[src/rtl/kct_pkg.sv]
package kct_pkg;

    // internal word: signed q16.32 in 48 bits
    localparam int QW = 48;
    localparam logic signed [QW-1:0] QMAX = 48'sh7FFF_FFFF_FFFF;
    localparam logic signed [QW-1:0] QMIN = 48'sh8000_0000_0000;
    localparam logic signed [QW-1:0] QONE = 48'sh0001_0000_0000;

    localparam logic [14:0] TICK_WRAP = 15'd30000;
    localparam logic [14:0] CNT_MAX   = 15'd32767;

    // configuration register indices
    localparam logic [2:0] CFG_TICK_PERIOD = 3'd0;
    localparam logic [2:0] CFG_Q_POS       = 3'd1;
    localparam logic [2:0] CFG_Q_CROSS     = 3'd2;
    localparam logic [2:0] CFG_Q_VEL       = 3'd3;
    localparam logic [2:0] CFG_R_XY        = 3'd4;
    localparam logic [2:0] CFG_R_Z         = 3'd5;

    // configuration reset values
    localparam logic [32:0] RST_TICK_PERIOD = 33'd214748365;
    localparam logic [40:0] RST_Q_POS       = 41'd671089;
    localparam logic [41:0] RST_Q_CROSS     = 42'd134217728;
    localparam logic [40:0] RST_Q_VEL       = 41'd26843545600;
    localparam logic [40:0] RST_R_XY        = 41'd1288490189;
    localparam logic [40:0] RST_R_Z         = 41'd1159641170;

    typedef enum logic [3:0] {
        OP_NOP,
        OP_MOV,
        OP_ADD,
        OP_SUB,
        OP_MUL,
        OP_DIV,
        OP_TICK,
        OP_DT,
        OP_OUT
    } t_op;

    // operand and destination selects; codes with bit 4 set are scratch registers
    typedef enum logic [4:0] {
        S_NONE  = 5'd0,
        S_EPOS  = 5'd1,
        S_EVEL  = 5'd2,
        S_P00   = 5'd3,
        S_P01   = 5'd4,
        S_P11   = 5'd5,
        S_PRPOS = 5'd6,
        S_PRVEL = 5'd7,
        S_Z     = 5'd8,
        S_R     = 5'd9,
        S_QP    = 5'd10,
        S_QC    = 5'd11,
        S_QV    = 5'd12,
        S_TP    = 5'd13,
        S_DT    = 5'd16,
        S_T1    = 5'd17,
        S_T2    = 5'd18,
        S_X0    = 5'd19,
        S_A     = 5'd20,
        S_P00N  = 5'd21,
        S_P01N  = 5'd22,
        S_P11N  = 5'd23,
        S_S     = 5'd24,
        S_K0    = 5'd25,
        S_K1    = 5'd26,
        S_INN   = 5'd27
    } t_sel;

    localparam int NTMP = 12;

    typedef struct packed {
        t_op  op;
        t_sel dst;
        t_sel a;
        t_sel b;
    } t_uop;

    typedef struct packed {
        logic       start;
        t_uop       uop;
        logic [1:0] axis;
    } t_cmd;

    typedef struct packed {
        logic busy;
        logic out_free;
    } t_stat;

    // microprogram entry points
    localparam logic [4:0] PC_TICK     = 5'd0;
    localparam logic [4:0] PC_COPY     = 5'd1;
    localparam logic [4:0] PC_COPY_END = 5'd2;
    localparam logic [4:0] PC_DR       = 5'd3;
    localparam logic [4:0] PC_DR_END   = 5'd4;
    localparam logic [4:0] PC_OUT      = 5'd5;
    localparam logic [4:0] PC_DT       = 5'd6;
    localparam logic [4:0] PC_OBS      = 5'd7;
    localparam logic [4:0] PC_OBS_END  = 5'd31;

    function automatic t_uop uop_rom(input logic [4:0] pc);
        t_uop u;
        u = '{OP_NOP, S_NONE, S_NONE, S_NONE};
        case (pc)
            5'd0:  u = '{OP_TICK, S_NONE,  S_NONE,  S_NONE};
            5'd1:  u = '{OP_MOV,  S_PRPOS, S_EPOS,  S_NONE};
            5'd2:  u = '{OP_MOV,  S_PRVEL, S_EVEL,  S_NONE};
            5'd3:  u = '{OP_MUL,  S_T1,    S_TP,    S_PRVEL};
            5'd4:  u = '{OP_ADD,  S_PRPOS, S_PRPOS, S_T1};
            5'd5:  u = '{OP_OUT,  S_NONE,  S_NONE,  S_NONE};
            5'd6:  u = '{OP_DT,   S_DT,    S_NONE,  S_NONE};
            // predict
            5'd7:  u = '{OP_MUL,  S_T1,    S_DT,    S_EVEL};
            5'd8:  u = '{OP_ADD,  S_X0,    S_EPOS,  S_T1};
            5'd9:  u = '{OP_MUL,  S_T1,    S_DT,    S_P11};
            5'd10: u = '{OP_ADD,  S_A,     S_P01,   S_T1};
            5'd11: u = '{OP_MUL,  S_T1,    S_DT,    S_P01};
            5'd12: u = '{OP_ADD,  S_T2,    S_P00,   S_T1};
            5'd13: u = '{OP_MUL,  S_T1,    S_DT,    S_A};
            5'd14: u = '{OP_ADD,  S_T2,    S_T2,    S_T1};
            5'd15: u = '{OP_ADD,  S_P00N,  S_T2,    S_QP};
            5'd16: u = '{OP_ADD,  S_P01N,  S_A,     S_QC};
            5'd17: u = '{OP_ADD,  S_P11N,  S_P11,   S_QV};
            // gain
            5'd18: u = '{OP_ADD,  S_S,     S_P00N,  S_R};
            5'd19: u = '{OP_DIV,  S_K0,    S_P00N,  S_S};
            5'd20: u = '{OP_DIV,  S_K1,    S_P01N,  S_S};
            // update
            5'd21: u = '{OP_SUB,  S_INN,   S_Z,     S_X0};
            5'd22: u = '{OP_MUL,  S_T1,    S_K0,    S_INN};
            5'd23: u = '{OP_ADD,  S_EPOS,  S_X0,    S_T1};
            5'd24: u = '{OP_MUL,  S_T1,    S_K1,    S_INN};
            5'd25: u = '{OP_ADD,  S_EVEL,  S_EVEL,  S_T1};
            5'd26: u = '{OP_MUL,  S_T1,    S_K0,    S_P00N};
            5'd27: u = '{OP_SUB,  S_P00,   S_P00N,  S_T1};
            5'd28: u = '{OP_MUL,  S_T1,    S_K0,    S_P01N};
            5'd29: u = '{OP_SUB,  S_P01,   S_P01N,  S_T1};
            5'd30: u = '{OP_MUL,  S_T1,    S_K1,    S_P01N};
            5'd31: u = '{OP_SUB,  S_P11,   S_P11N,  S_T1};
            default: u = '{OP_NOP, S_NONE, S_NONE, S_NONE};
        endcase
        return u;
    endfunction

endpackage

[src/rtl/kct_ctrl.sv]
module kct_ctrl (
    input  logic           i_clk,
    input  logic           i_rst_n,
    input  logic           i_in_valid,
    input  logic           i_in_opcode,
    output logic           o_in_ready,
    output kct_pkg::t_cmd  o_cmd,
    input  kct_pkg::t_stat i_stat
);

    typedef enum logic [1:0] {
        ST_IDLE,
        ST_ISSUE,
        ST_HOLD,
        ST_WAIT
    } t_state;

    t_state        r_state;
    logic [4:0]    r_pc;
    logic [1:0]    r_axis;
    logic          r_fresh;
    kct_pkg::t_cmd r_cmd;

    kct_pkg::t_uop cur;
    logic [4:0]    n_pc;
    logic [1:0]    n_axis;
    logic          n_done;
    logic          last_axis;

    assign cur       = kct_pkg::uop_rom(r_pc);
    assign last_axis = (r_axis == 2'd2);

    // sequencing of the microprogram
    always_comb begin
        n_pc   = r_pc + 5'd1;
        n_axis = r_axis;
        n_done = 1'b0;
        case (r_pc)
            kct_pkg::PC_TICK: begin
                n_pc   = r_fresh ? kct_pkg::PC_COPY : kct_pkg::PC_DR;
                n_axis = 2'd0;
            end
            kct_pkg::PC_COPY_END: begin
                n_pc   = last_axis ? kct_pkg::PC_OUT : kct_pkg::PC_COPY;
                n_axis = r_axis + 2'd1;
            end
            kct_pkg::PC_DR_END: begin
                n_pc   = last_axis ? kct_pkg::PC_OUT : kct_pkg::PC_DR;
                n_axis = r_axis + 2'd1;
            end
            kct_pkg::PC_OUT: n_done = 1'b1;
            kct_pkg::PC_DT: begin
                n_pc   = kct_pkg::PC_OBS;
                n_axis = 2'd0;
            end
            kct_pkg::PC_OBS_END: begin
                n_pc   = kct_pkg::PC_OBS;
                n_axis = r_axis + 2'd1;
                n_done = last_axis;
            end
            default: n_pc = r_pc + 5'd1;
        endcase
    end

    always_ff @(posedge i_clk) begin
        if (!i_rst_n) begin
            r_state <= ST_IDLE;
            r_pc    <= '0;
            r_axis  <= '0;
            r_fresh <= 1'b0;
            r_cmd   <= '0;
        end else begin
            r_cmd.start <= 1'b0;
            case (r_state)
                ST_IDLE: begin
                    if (i_in_valid) begin
                        r_pc    <= i_in_opcode ? kct_pkg::PC_DT : kct_pkg::PC_TICK;
                        r_axis  <= '0;
                        r_state <= ST_ISSUE;
                    end
                end
                ST_ISSUE: begin
                    // the result request waits for a free output register
                    if (cur.op != kct_pkg::OP_OUT || i_stat.out_free) begin
                        r_cmd   <= '{1'b1, cur, r_axis};
                        r_state <= ST_HOLD;
                    end
                end
                ST_HOLD: r_state <= ST_WAIT;
                ST_WAIT: begin
                    if (!i_stat.busy) begin
                        r_pc   <= n_pc;
                        r_axis <= n_axis;
                        if (n_done) begin
                            r_fresh <= (r_pc == kct_pkg::PC_OBS_END);
                            r_state <= ST_IDLE;
                        end else begin
                            r_state <= ST_ISSUE;
                        end
                    end
                end
                default: r_state <= ST_IDLE;
            endcase
        end
    end

    assign o_in_ready = (r_state == ST_IDLE);
    assign o_cmd      = r_cmd;

endmodule

[config.mk]
export PLATFORM = sky130hd
export DESIGN_NAME = kct_ctrl
export DESIGN_NICKNAME = d
export VERILOG_FILES = /design/src/rtl/kct_pkg.sv /design/src/rtl/kct_ctrl.sv
export SDC_FILE = /design/constraint.sdc
export NUM_CORES = 1
export LEC_CHECK = 0
export BUFFER_PORTS_ARGS = -buffer_cell sky130_fd_sc_hd__buf_4
export CORE_ASPECT_RATIO = 0.75
export CORE_MARGIN = 5
export CORE_UTILIZATION = 53
export DETAILED_ROUTE_END_ITERATION = 6
export GPL_ROUTABILITY_DRIVEN = 0
export HOLD_SLACK_MARGIN = 0.02
export PLACE_DENSITY = 0.75
export SYNTH_ARGS = -nofsm -noshare
export SYNTH_HDL_FRONTEND = slang
export SYNTH_SLANG_ARGS = --single-unit
[constraint.sdc]
create_clock -name i_clk -period 3.2 [get_ports i_clk]
set_input_delay 0.64 -clock i_clk [delete_from_list [all_inputs] [get_ports i_clk]]
set_output_delay 0.64 -clock i_clk [all_outputs]
set_load 0.1 [all_outputs]
# Word-level counts from Yosys, hierarchy flattened
# Memory sizes are Yosys's and may differ from the RTL's. A register that Yosys moved wholly into a read port is not among the register bits.
# Cells that the tools add are included.
[classes]
multipliers = 0
shifts = 0
n_eq_ne = 14
div_mod_pow = 0
bitwise = 1
add_sub_neg = 2
muxes = 21
order_cmp = 0
reduce_logical = 13
[op_table]
columns = ["cell", "count"]
rows = [
  ["$mux W22", 1],
  ["$mux W5", 4],
  ["$pmux W5 S4", 1],
  ["$eq A5 B3 Y1 const B", 3],
  ["$mux W2", 6],
  ["$pmux W5 S2", 1],
  ["$mux W3", 3],
  ["$reduce_and A3 Y1", 3],
  ["$pmux W2 S2", 2],
  ["$pmux W2 S4", 1],
  ["$eq A2 B2 Y1 const B", 3],
  ["$ne A2 B2 Y1 const B", 3],
  ["$add A5 B1 Y5 const B", 1],
  ["$eq A5 B2 Y1 const B", 1],
  ["$eq A5 B5 Y1 const B", 1],
  ["$logic_not A5 Y1", 1],
  ["$ne A4 B4 Y1 const B", 1],
  ["$reduce_and A2 Y1", 2],
  ["$reduce_and A4 Y1", 1],
  ["$reduce_or A2 Y1", 2],
  ["$ne A3 B3 Y1 const B", 1],
  ["$reduce_or A3 Y1", 1],
  ["$add A2 B1 Y2 const B", 1],
  ["$eq A2 B1 Y1 const B", 1],
  ["6 further kinds", 6],
]
[totals]
latch_bits = 0
elab_cells = 62
mem_bits_rw = 0
output_inout_bits = 23
rom_bits = 608
regBits = 32
memories = 1
[mem_list]
columns = ["memory", "depth", "word_bits", "rd", "rd_ports_with_merged_regs", "wr", "line", "rtl"]
rows = [
  ["(name not given)", 32, 19, 1, 1, 0, "kct_pkg.sv:104", "case (pc)"],
]

# Longest topological paths before layout
# Gate-level depths: netlist (run 1).
[logic_depth]
depth_word = 7
mapped_depth = 14
depth_no_buf = 13

# Worst setup path after synthesis (run 1)
# Ideal clock, no wire load.
[synth_path]
path_type = "reg2reg"
from = "register r_state[0]"
to = "register, netlist name cur[7]"
setup_slack_ps = -497
period_less_slack_ps = 3697
required_ps = 3126
path_stages_with_launch = 14
arrival_ps = 3622
cell_sequence = "dfxtp_1 -> inv_1 -> ha_1 -> nor2b_1 -> nor2_1 -> a311oi_4 -> nand2_1 -> inv_1 -> ha_1 -> clkbuf_1 -> nand2_1 -> a21boi_0 -> o22a_1 -> o21ai_0"
[synth_via]
elab_chain_cells = 5
word_cells_on_any_way = 9
[synth_lines]
columns = ["element", "line", "rtl"]
rows = [
  ["start, declared", "kct_ctrl.sv:18", "t_state r_state;"],
  ["start signal, assigned", "kct_ctrl.sv:67", "r_state <= ST_IDLE;"],
  ["start signal, assigned", "kct_ctrl.sv:79", "r_state <= ST_ISSUE;"],
  ["start signal, assigned", "kct_ctrl.sv:86", "r_state <= ST_HOLD;"],
  ["$logic_not A2 Y1 (*)", "-", ""],
  ["via o_in_ready", "kct_ctrl.sv:6", "output logic o_in_ready,"],
  ["$ne A2 B2 Y1 (no source line) / $reduce_bool A2 Y1 (equally long branches)", "-", ""],
  ["$reduce_and A3 Y1 (no source line)", "-", ""],
  ["$mux W5 (no source line) (*) (2 in a row)", "-", ""],
]
# The timed path passes the listed nets; every way through them passes the cells marked *.
# A chain may end at the register's enable or synchronous reset.

# Final worst setup path (run 1)
[layout_path]
from = "register r_pc[0]"
to = "register, netlist name cur[12]"
[layout_via]
elab_chain_cells = 7
word_cells_on_any_way = 12
[layout_lines]
columns = ["element", "line", "rtl"]
rows = [
  ["start, declared", "kct_ctrl.sv:19", "logic [4:0] r_pc;"],
  ["start signal, assigned", "kct_ctrl.sv:77", "r_pc <= i_in_opcode ? kct_pkg::PC_DT : kct_pkg::PC_TICK;"],
  ["start signal, assigned", "kct_ctrl.sv:92", "r_pc <= n_pc;"],
  ["branches (longest 5 deep; another with $add A5 B1 Y5)", "-", ""],
  ["$mux W5 (no source line) (*) (2 in a row)", "-", ""],
]
# Mark *: on every way between the ends. The select of a mux whose other input is x is not followed.

==> results.md, run 1 <==
- Period minus WS final: 3.01 ns
- Routed WL per cell: 15.9 um
- Iteration count of the initial detailed-routing pass: 6
- IO Count: 29
- Hold slack: 0.449 ns
- Global-route wire length before repair: 12.5 mm
- Antenna cells: 0
- Final Skew: 0.0162 ns
- DRT iter0 DRCs: 391
- Die width: between 90 and 100 um
- Initial Util: 55.3%
- Hold Crit Class: flop to flop
- Sequential area share after synthesis: 33.9%
- Outcome: finished, final reports clean
- Worst hold path cell count: 2
- Reg2Reg Depth: 12
- Port-buffer cells: 28
- Design area: approximately 3400 sq um
- Synth top cells by count: nand2_1, dfxtp_1, nor2_1, a21boi_0, a21oi_1
- EDFF count, synth: 0
- CP arrival: 3.21 ns
- # setup viols final: 0
- Area fraction of the dominant cell type after synthesis: 33.9%
- Peak Freq: 332 MHz
- Routed wire length: 7.53 mm
- Largest net degree at the start of global routing: 40
- Asr flop ratio synth: 0%
- Clk slew on worst S/H paths: 0.11 ns
- FP Rows: 23
- Clock Sinks: 51
- CTS Buf Count: 5
- Die span in y: 75.3 um
- Seq cells post-synth: 51
- Clock Path Buffers: 2
- CP Class: flop to flop
- Hold Violations, Final: 0
- Yosys Warn Count: 0
- Leak: 1.36 nW
- Top-count cell post-synth: nand2_1
- Post-Synthesis Cells: roughly 370
- VDD IR max: 0.000319 V
- Area contributors post-synth: dfxtp_1, nand2_1, ha_1, a21boi_0, nor2_1
- Residual DRC: 0
- Mapped cell area: 3010 sq um
- Area Growth Syn to Fin: 14.1%
- Power Total: 3.07 mW
- Synth cell types: 62
- Final period utilization: 94.2%
- Root buf cell: clkbuf_8
- Placed cells: 466
- Sum Neg Setup Slack: 0 ns
- Synth Area per Inst: 8.09 sq um
- GRT Util Overall: 21.0%
- Initial antenna violation count: 0
- Routed Antenna Nets: 0
- Worst-path fanout max: 7
- Ys flop type: dfxtp_1
- Req. time, crit path: 3.40 ns
- Htree depth: 2
- Hold-fix buffers, CTS: 0
- Layout net count: 423
- Final Core Density: 63.1%
- Power Density: 894 nW/um^2
- Dominant cell type by area after synthesis: dfxtp_1
- DP Area: 3310 sq um
- CTS tree: built
- Post-synth net total: approximately 400
- Via count: 2809
- Share of layout cells above drive strength 1: 16.8%
- Setup WS post-layout: 0.185 ns
- Slew HR: 51.9%
- Detail Placement HPWL: 5.44 mm
- Drt via density: 5.93
- DIE AREA: approximately 7300 sq um
- Clk_lat worst skew: 0.31 ns
- Dpl ws: 0.167 ns
- Setup crit start kind: flop
- Slew Viols, Final: 0
- Final Instance Count excl. Fillers: 474
- Grt total ovfl: 0
- Max Cap Viol: 0
- Crit path capture type: flop
- Worst slew pin tran: roughly 0.72 ns
- Number of global-route vias before repair: 2513
- RSZ-0062 raised after global routing: false
- Core area: 5440 sq um
registers in the layout, indices dropped and copies added (netlist names):
| name | flops |
|---|---|
| o_cmd | 22 |
| cur | 19 |
| r_pc | 5 |
| r_axis | 2 |
| r_state | 2 |
| r_fresh | 1 |
worst paths after layout:
path	end	start	slack, ns
worst min-delay path	o_cmd[10]	cur[8]	0.45
worst max-delay path	cur[12]	r_pc[0]	0.19
worst max register to register	cur[12]	r_pc[0]	0.19
worst min register to register	o_cmd[10]	cur[8]	0.45
power by group:
group	switching [mW]	internal [mW]	leakage, nW
registers	0.0892	0.767	0.416
clock network	0.228	0.237	0.0587
logic	1.19	0.554	0.890
total	1.51	1.56	1.36
critical path, cell delays in order (launching register included):
cell      delay [ns]
dfxtp_1         0.35
inv_1           0.09
ha_1            0.23
nand2b_1        0.16
a221oi_1        0.34
a21oi_2         0.07
a221o_1         0.37
and2_4          0.20
inv_1           0.21
ha_1            0.36
a21oi_1         0.26
a22oi_1         0.13
o21a_1          0.13
placed cells by master (no fill, tap or decap), types with 4 or more instances in the layout:
cell type and n:
nand2_1 67, a21oi_1 20, nor2b_1 6, clkbuf_8 5, mux2i_1 5, nor2_1 29, buf_4 41, inv_1 15
dfxtp_1 50, nor3_1 7, o22a_1 5, a21boi_0 21, a22oi_1 4, o21a_1 5, nand3_1 9, o211ai_1 6
o22ai_1 5, ha_1 17, nand2b_1 7, o21ai_0 17
area by class of cell:
type	instances	area (sq um)
Tap cell	75	93.8
Inverter	17	63.8
Sequential cell	51	1020
Clock inverter	3	47.5
Multi-Input combinational cell	282	1830
Clock buffer	5	68.8
Fill cell	458	2010
Timing Repair Buffer	41	308
cells by family (layout without fill, tap and decap cells):
logic type,after synthesis,in the layout,share of synthesized area [%]
flops,51,51,33.9
mux,5,5,1.66
simple gates,139,139,20.5
xor+xnor,1,1,0.291
fa+ha+maj,19,19,7.90
compound gates,118,118,29.9
buf+inv,39,66,5.82
layer usage:
layer	vias to the layer above	global-route usage (%)	part of all wire, %
met1	1293	30.5	50
met5	-	0	0
met4	0	5.45	1.6
met2	137	32.4	41
met3	18	3.98	7.9
li1	1361	-	-
what timing repair did:
| item | CTS | global route |
|---|---|---|
| setup buffers | 0 | 0 |
| resized for setup | 0 | 3 |
| endpoints found under the setup margin | 0 | 7 |
Note: power is estimated with default switching activity, not from simulation.
==> run 2: changes to the inputs <==
==> constraint.sdc (replaced) <==
create_clock -name i_clk -period 3.2 [get_ports i_clk]
set_input_delay 0.32 -clock i_clk [delete_from_list [all_inputs] [get_ports i_clk]]
set_output_delay 0.32 -clock i_clk [all_outputs]
set_load 0.1 [all_outputs]
==> results.md, run 2 (synthesized netlist as in run 1, its figures left out) <==
- Setup crit start kind: flop
- CTS Buf Count: 5
- Hold-fix buffers, CTS: 0
- Area Growth Syn to Fin: 14.3%
- Outcome: finished, final reports clean
- Residual DRC: 0
- Grt total ovfl: 0
- Routed wire length: 7.98 mm
- Die width: 97.0 um
- Routed Antenna Nets: 0
- DRT iter0 DRCs: 393
- Gr busiest metal: met2
- Global-route wire length before repair: between 10 and 15 mm
- # setup viols final: 0
- GRT Util Overall: 21.7%
- Drt via density: 6.01
- Layout net count: 424
- Slew Viols, Final: 0
- GR Util met2: 32.1%
- Slew HR: 50.1%
- Leak: 1.36 nW
- Worst-path fanout max: 7
- Filler cells: about 470
- Switch Pwr: 1.53 mW
- CP delay by family, top: compound AO/OA/AOI/OAI gates
- Initial Util: 55.3%
- DIE AREA: 7300 sq um
- Hold Violations, Final: 0
- Worst stage delay on the critical path: 0.39 ns
- Htree depth: 2
- Initial antenna violation count: 0
- Buf+Inv Stages, Crit Path: 2
- Clk pwr share: 14.3%
- CTS tree: built
- Commonest non-fill, non-tap cell in the layout: nand2_1
- Critical-path cell list: buf_4 -> ha_1 -> and3_1 -> a2bb2oi_4 -> a21oi_2 -> a221o_1 -> and2_4 -> inv_1 -> ha_1 -> nor3_1 -> a21oi_1 -> o2111ai_1 -> a21boi_0
- CP max stage cell: a221o_1
- Hold slack: 0.444 ns
- Number of global-route vias before repair: roughly 2.6k
- Worst slew pin tran: 0.749 ns
- Met3 usage: approximately 6.3%
- Hold Crit Class: primary input to flop
- Crit path capture type: flop
- Combinational Power Share: 58.4%
- Final Skew: 0.00728 ns
- CP arrival: roughly 3.3 ns
- Power Internal: around 1.6 mW
- Clock Sinks: 51
- CP Class: flop to flop
- Clk slew on worst S/H paths: roughly 0.10 ns
- Root buf cell: clkbuf_8
- FP Rows: 23
- Via count: ~2.8k
- Most frequent cells in the layout: nand2_1, dfxtp_1, buf_4
- Die span in y: between 70 and 80 um
- Seq pwr share: 27.3%
- Switch share: 49.3%
- Req. time, crit path: 3.38 ns
- Core area: 5440 sq um
- Crit-path most repeated cell: ha_1
- Iteration count of the initial detailed-routing pass: 5
- Share of layout cells above drive strength 1: 17.3%
- Peak Freq: 323 MHz
- Routing usage on met1: a little under a third
- RSZ-0062 raised after global routing: false
- Clock Path Buffers: 2
- VDD IR max: 0.000531 V
- Port-buffer cells: 28
- Antenna cells: 0
- Max FFs per register: 22
- Clk_lat worst skew: 0.31 ns
- Power Density: 902 nW/um^2
- Final period utilization: a little over nine tenths
- Detail Placement HPWL: ~5.5 mm
- Sum Neg Setup Slack: 0 ns
- Period minus WS final: roughly 3.1 ns
- Routed WL per cell: 16.8 um
- Max Cap Viol: 0
- IO Count: 29
- Largest net degree at the start of global routing: 40
-- run 2: changes by cell type in the layout (fill, tap and decap cells not counted) --
cell	before	now
buf_4	41	42
nor2b_1	6	5
clkinvlp_4	0	1
nor2_2	0	1
a2111oi_1	1	0
dfxtp_1	50	51
dfxtp_2	1	0
nor2_1	29	28
a2111oi_2	0	1
nor2b_2	0	1
clkinv_4	1	0
inv_6	1	0
-- run 2: layout make-up --
cell class	count	area, sq um	area share, %
multi-input cells	282	1840	53.5
flip-flops and latches	51	1020	29.7
repair buffers	42	315	9.17
well taps	75	93.8	2.73
clock buffers	5	68.8	2.00
inverters	17	63.8	1.86
clock inverters	2	37.5	1.09
-- run 2: repair_timing --
item	in CTS	in global routing
setup buffers	0	3
endpoints found under the hold margin	0	0
setup endpoints to repair	0	12
gates resized for setup	0	5
-- run 2: tightest hold or removal path: stages --
cell and delay [ns]:
buf_4 0.23, nand2_1 0.11, a21oi_1 0.05
-- run 2: layer usage --
layer / part of all wire (%) / wire length (um)
met1: 46 / 3700
met2: 43 / 3400
met3: 10 / 823
met4: 0.80 / 64
met5: 0 / 0
-- run 2: per-stage QoR --
stage / util [%] / std cells / power, mW / setup slack, ns / instance area [sq um]
global route: 63.2 / 474 / 3.27 / 0.0163 / 3440
global placement: 60.6 / 464 / 2.56 / 0.143 / 3300
CTS: 62.6 / 471 / 3.03 / 0.0486 / 3400
detailed placement: 60.6 / 464 / 2.59 / 0.0805 / 3300
finish: 63.2 / 474 / 3.10 / 0.107 / 3440
floorplan: - / 372 / 2.21 / 0.0405 / 3020
-- run 2: worst paths after layout --
kind	startpoint	endpoint	slack, ns	cells after the start
max	r_pc[0]	cur[0]	0.11	13
min reg2reg	cur[3]	o_cmd[5]	0.45	2
max reg2reg	r_pc[0]	cur[0]	0.11	13
min	i_rst_n	r_state[0]	0.44	3
-- run 2: power by group through the flow --
stage	Combinational, mW	Sequential, mW	Clock (mW)
6_report	1.81	0.848	0.444
5_1_grt	1.93	0.860	0.484
4_1_cts	1.73	0.847	0.454
3_5_place_dp	1.73	0.861	0
3_3_place_gp	1.70	0.858	0
2_1_floorplan	1.10	1.11	0
==> run 3: changes to the inputs <==
- CORE_UTILIZATION: 53 -> 35
- PLACE_DENSITY: 0.75 -> unset
==> results.md, run 3 (synthesized netlist as in run 1, its figures left out) <==
- Hold Crit Class: primary input to flop
- Clock Sinks: 51
- DP Area: 3370 sq um
- Design area: 3550 sq um
- Clk_lat worst skew: 0.29 ns
- Core area: 8420 sq um
- Global-route wire length before repair: 13.2 mm
- Slew Viols, Final: 0
- Grt total ovfl: 0
- Most frequent cells in the layout: nand2_1, dfxtp_1, buf_4
- # setup viols final: 0
- Htree depth: 2
- Detail Placement HPWL: about 5.6 mm
- Area Growth Syn to Fin: 18.1%
- Worst slew pin tran: 0.761 ns
- FP Rows: 29
- Final Skew: 0.00772 ns
- Port-buffer cells: 28
- Sum Neg Setup Slack: 0 ns
- Largest net degree at the start of global routing: 40
- Filler cells: 840
- VDD IR max: 0.000533 V
- CTS Buf Count: 5
- Antenna cells: 0
- Period minus WS final: 2.95 ns
- RSZ-0062 raised after global routing: false
- Residual DRC: 0
- Die span in y: 90.3 um
- Commonest non-fill, non-tap cell in the layout: nand2_1
- Setup crit start kind: flop
- Clk slew on worst S/H paths: 0.07 ns
- Routed wire length: 7.93 mm
- IO Count: 29
- Area of the multi-input gates: roughly 1800 sq um
- Reg area: between 1000 and 1500 sq um
- GRT Util Overall: 15.3%
- Hold slack: 0.438 ns
- Initial Util: 35.7%
- Peak Freq: 339 MHz
- Max FFs per register: 22
- Hold Violations, Final: 0
- Routed WL per cell: 15.5 um
- Leak: between 1 and 1.5 nW
- Drt via density: around 5.5
- Outcome: finished, final reports clean
- Via count: 2815
- Routed Antenna Nets: 0
- Max Cap Viol: 0
- DIE AREA: 10600 sq um
- Layout net count: roughly 430
- Number of global-route vias before repair: 2563
- CP Class: flop to flop
- DRT iter0 DRCs: 237
- CP arrival: 3.12 ns
- Crit path capture type: flop
- Iteration count of the initial detailed-routing pass: 5
- Root buf cell: clkbuf_16
- Worst-path fanout max: 7
- Req. time, crit path: 3.37 ns
- Initial antenna violation count: 0
- CTS tree: built
- Final period utilization: between 90% and 100%
- Clock Path Buffers: 2
- Slew HR: between 40% and 50%
- Die width: 117 um
- Power Density: 900 nW/um^2
- Share of layout cells above drive strength 1: 18.1%
-- run 3: per-stage QoR --
step | util, % | setup WS, ns | cells | total power, mW
after detailed placement | 40.0 | 0.0768 | 501 | 2.60
after global placement | 40.0 | 0.0440 | 501 | 2.59
after global routing | 42.2 | 0.0194 | 512 | 3.41
after CTS | 41.9 | 0.0579 | 509 | 3.17
final | 42.2 | 0.248 | 512 | 3.20
after floorplan | - | 0.0405 | 372 | 2.21
-- run 3: path summary, 6_finish.rpt --
path              startpoint    endpoint  slack [ns]  depth (start not counted)
setup reg to reg     r_pc[0]      cur[1]        0.25                         11
hold / removal       i_rst_n  r_state[0]        0.44                          3
setup / recovery     r_pc[0]      cur[1]        0.25                         11
hold reg to reg       cur[3]    o_cmd[5]        0.45                          2
-- run 3: critical path: stages, from the launching register on --
cell	delay, ns
dfxtp_1	0.37
inv_1	0.09
ha_1	0.23
nand2b_1	0.18
a221oi_1	0.35
a21oi_2	0.05
a221o_1	0.38
and2_4	0.20
inv_1	0.15
ha_1	0.33
a2111oi_1	0.40
nor3_1	0.09
-- run 3: where the power goes --
| group | total (mW) | switching, mW | leakage, nW | internal [mW] |
|---|---|---|---|---|
| combinational | 1.79 | 1.21 | 0.915 | 0.581 |
| clock | 0.556 | 0.243 | 0.0731 | 0.313 |
| sequential | 0.851 | 0.0851 | 0.415 | 0.766 |
| total | 3.20 | 1.54 | 1.40 | 1.66 |
-- run 3: final cells by class --
cell class	instances	area share [%]
flip-flops and latches	51	28.7
well taps	108	3.80
inverters	17	1.80
repair buffers	46	9.71
multi-input cells	282	51.6
clock inverters	2	0.458
clock buffers	6	3.91
-- run 3: layer usage --
metal	track usage (%)	routed length, um	vias to the layer above
met5	0	0	-
met4	2.96	78	0
met3	3.01	645	7
met2	22.6	3420	128
met1	22.8	3790	1299
li1	-	-	1381
-- run 3: timing repair --
item                       in CTS  in global routing
buffers inserted                0                  3
hold buffers                    0                  0
resized for setup               0                  4
setup endpoints to repair       0                 12
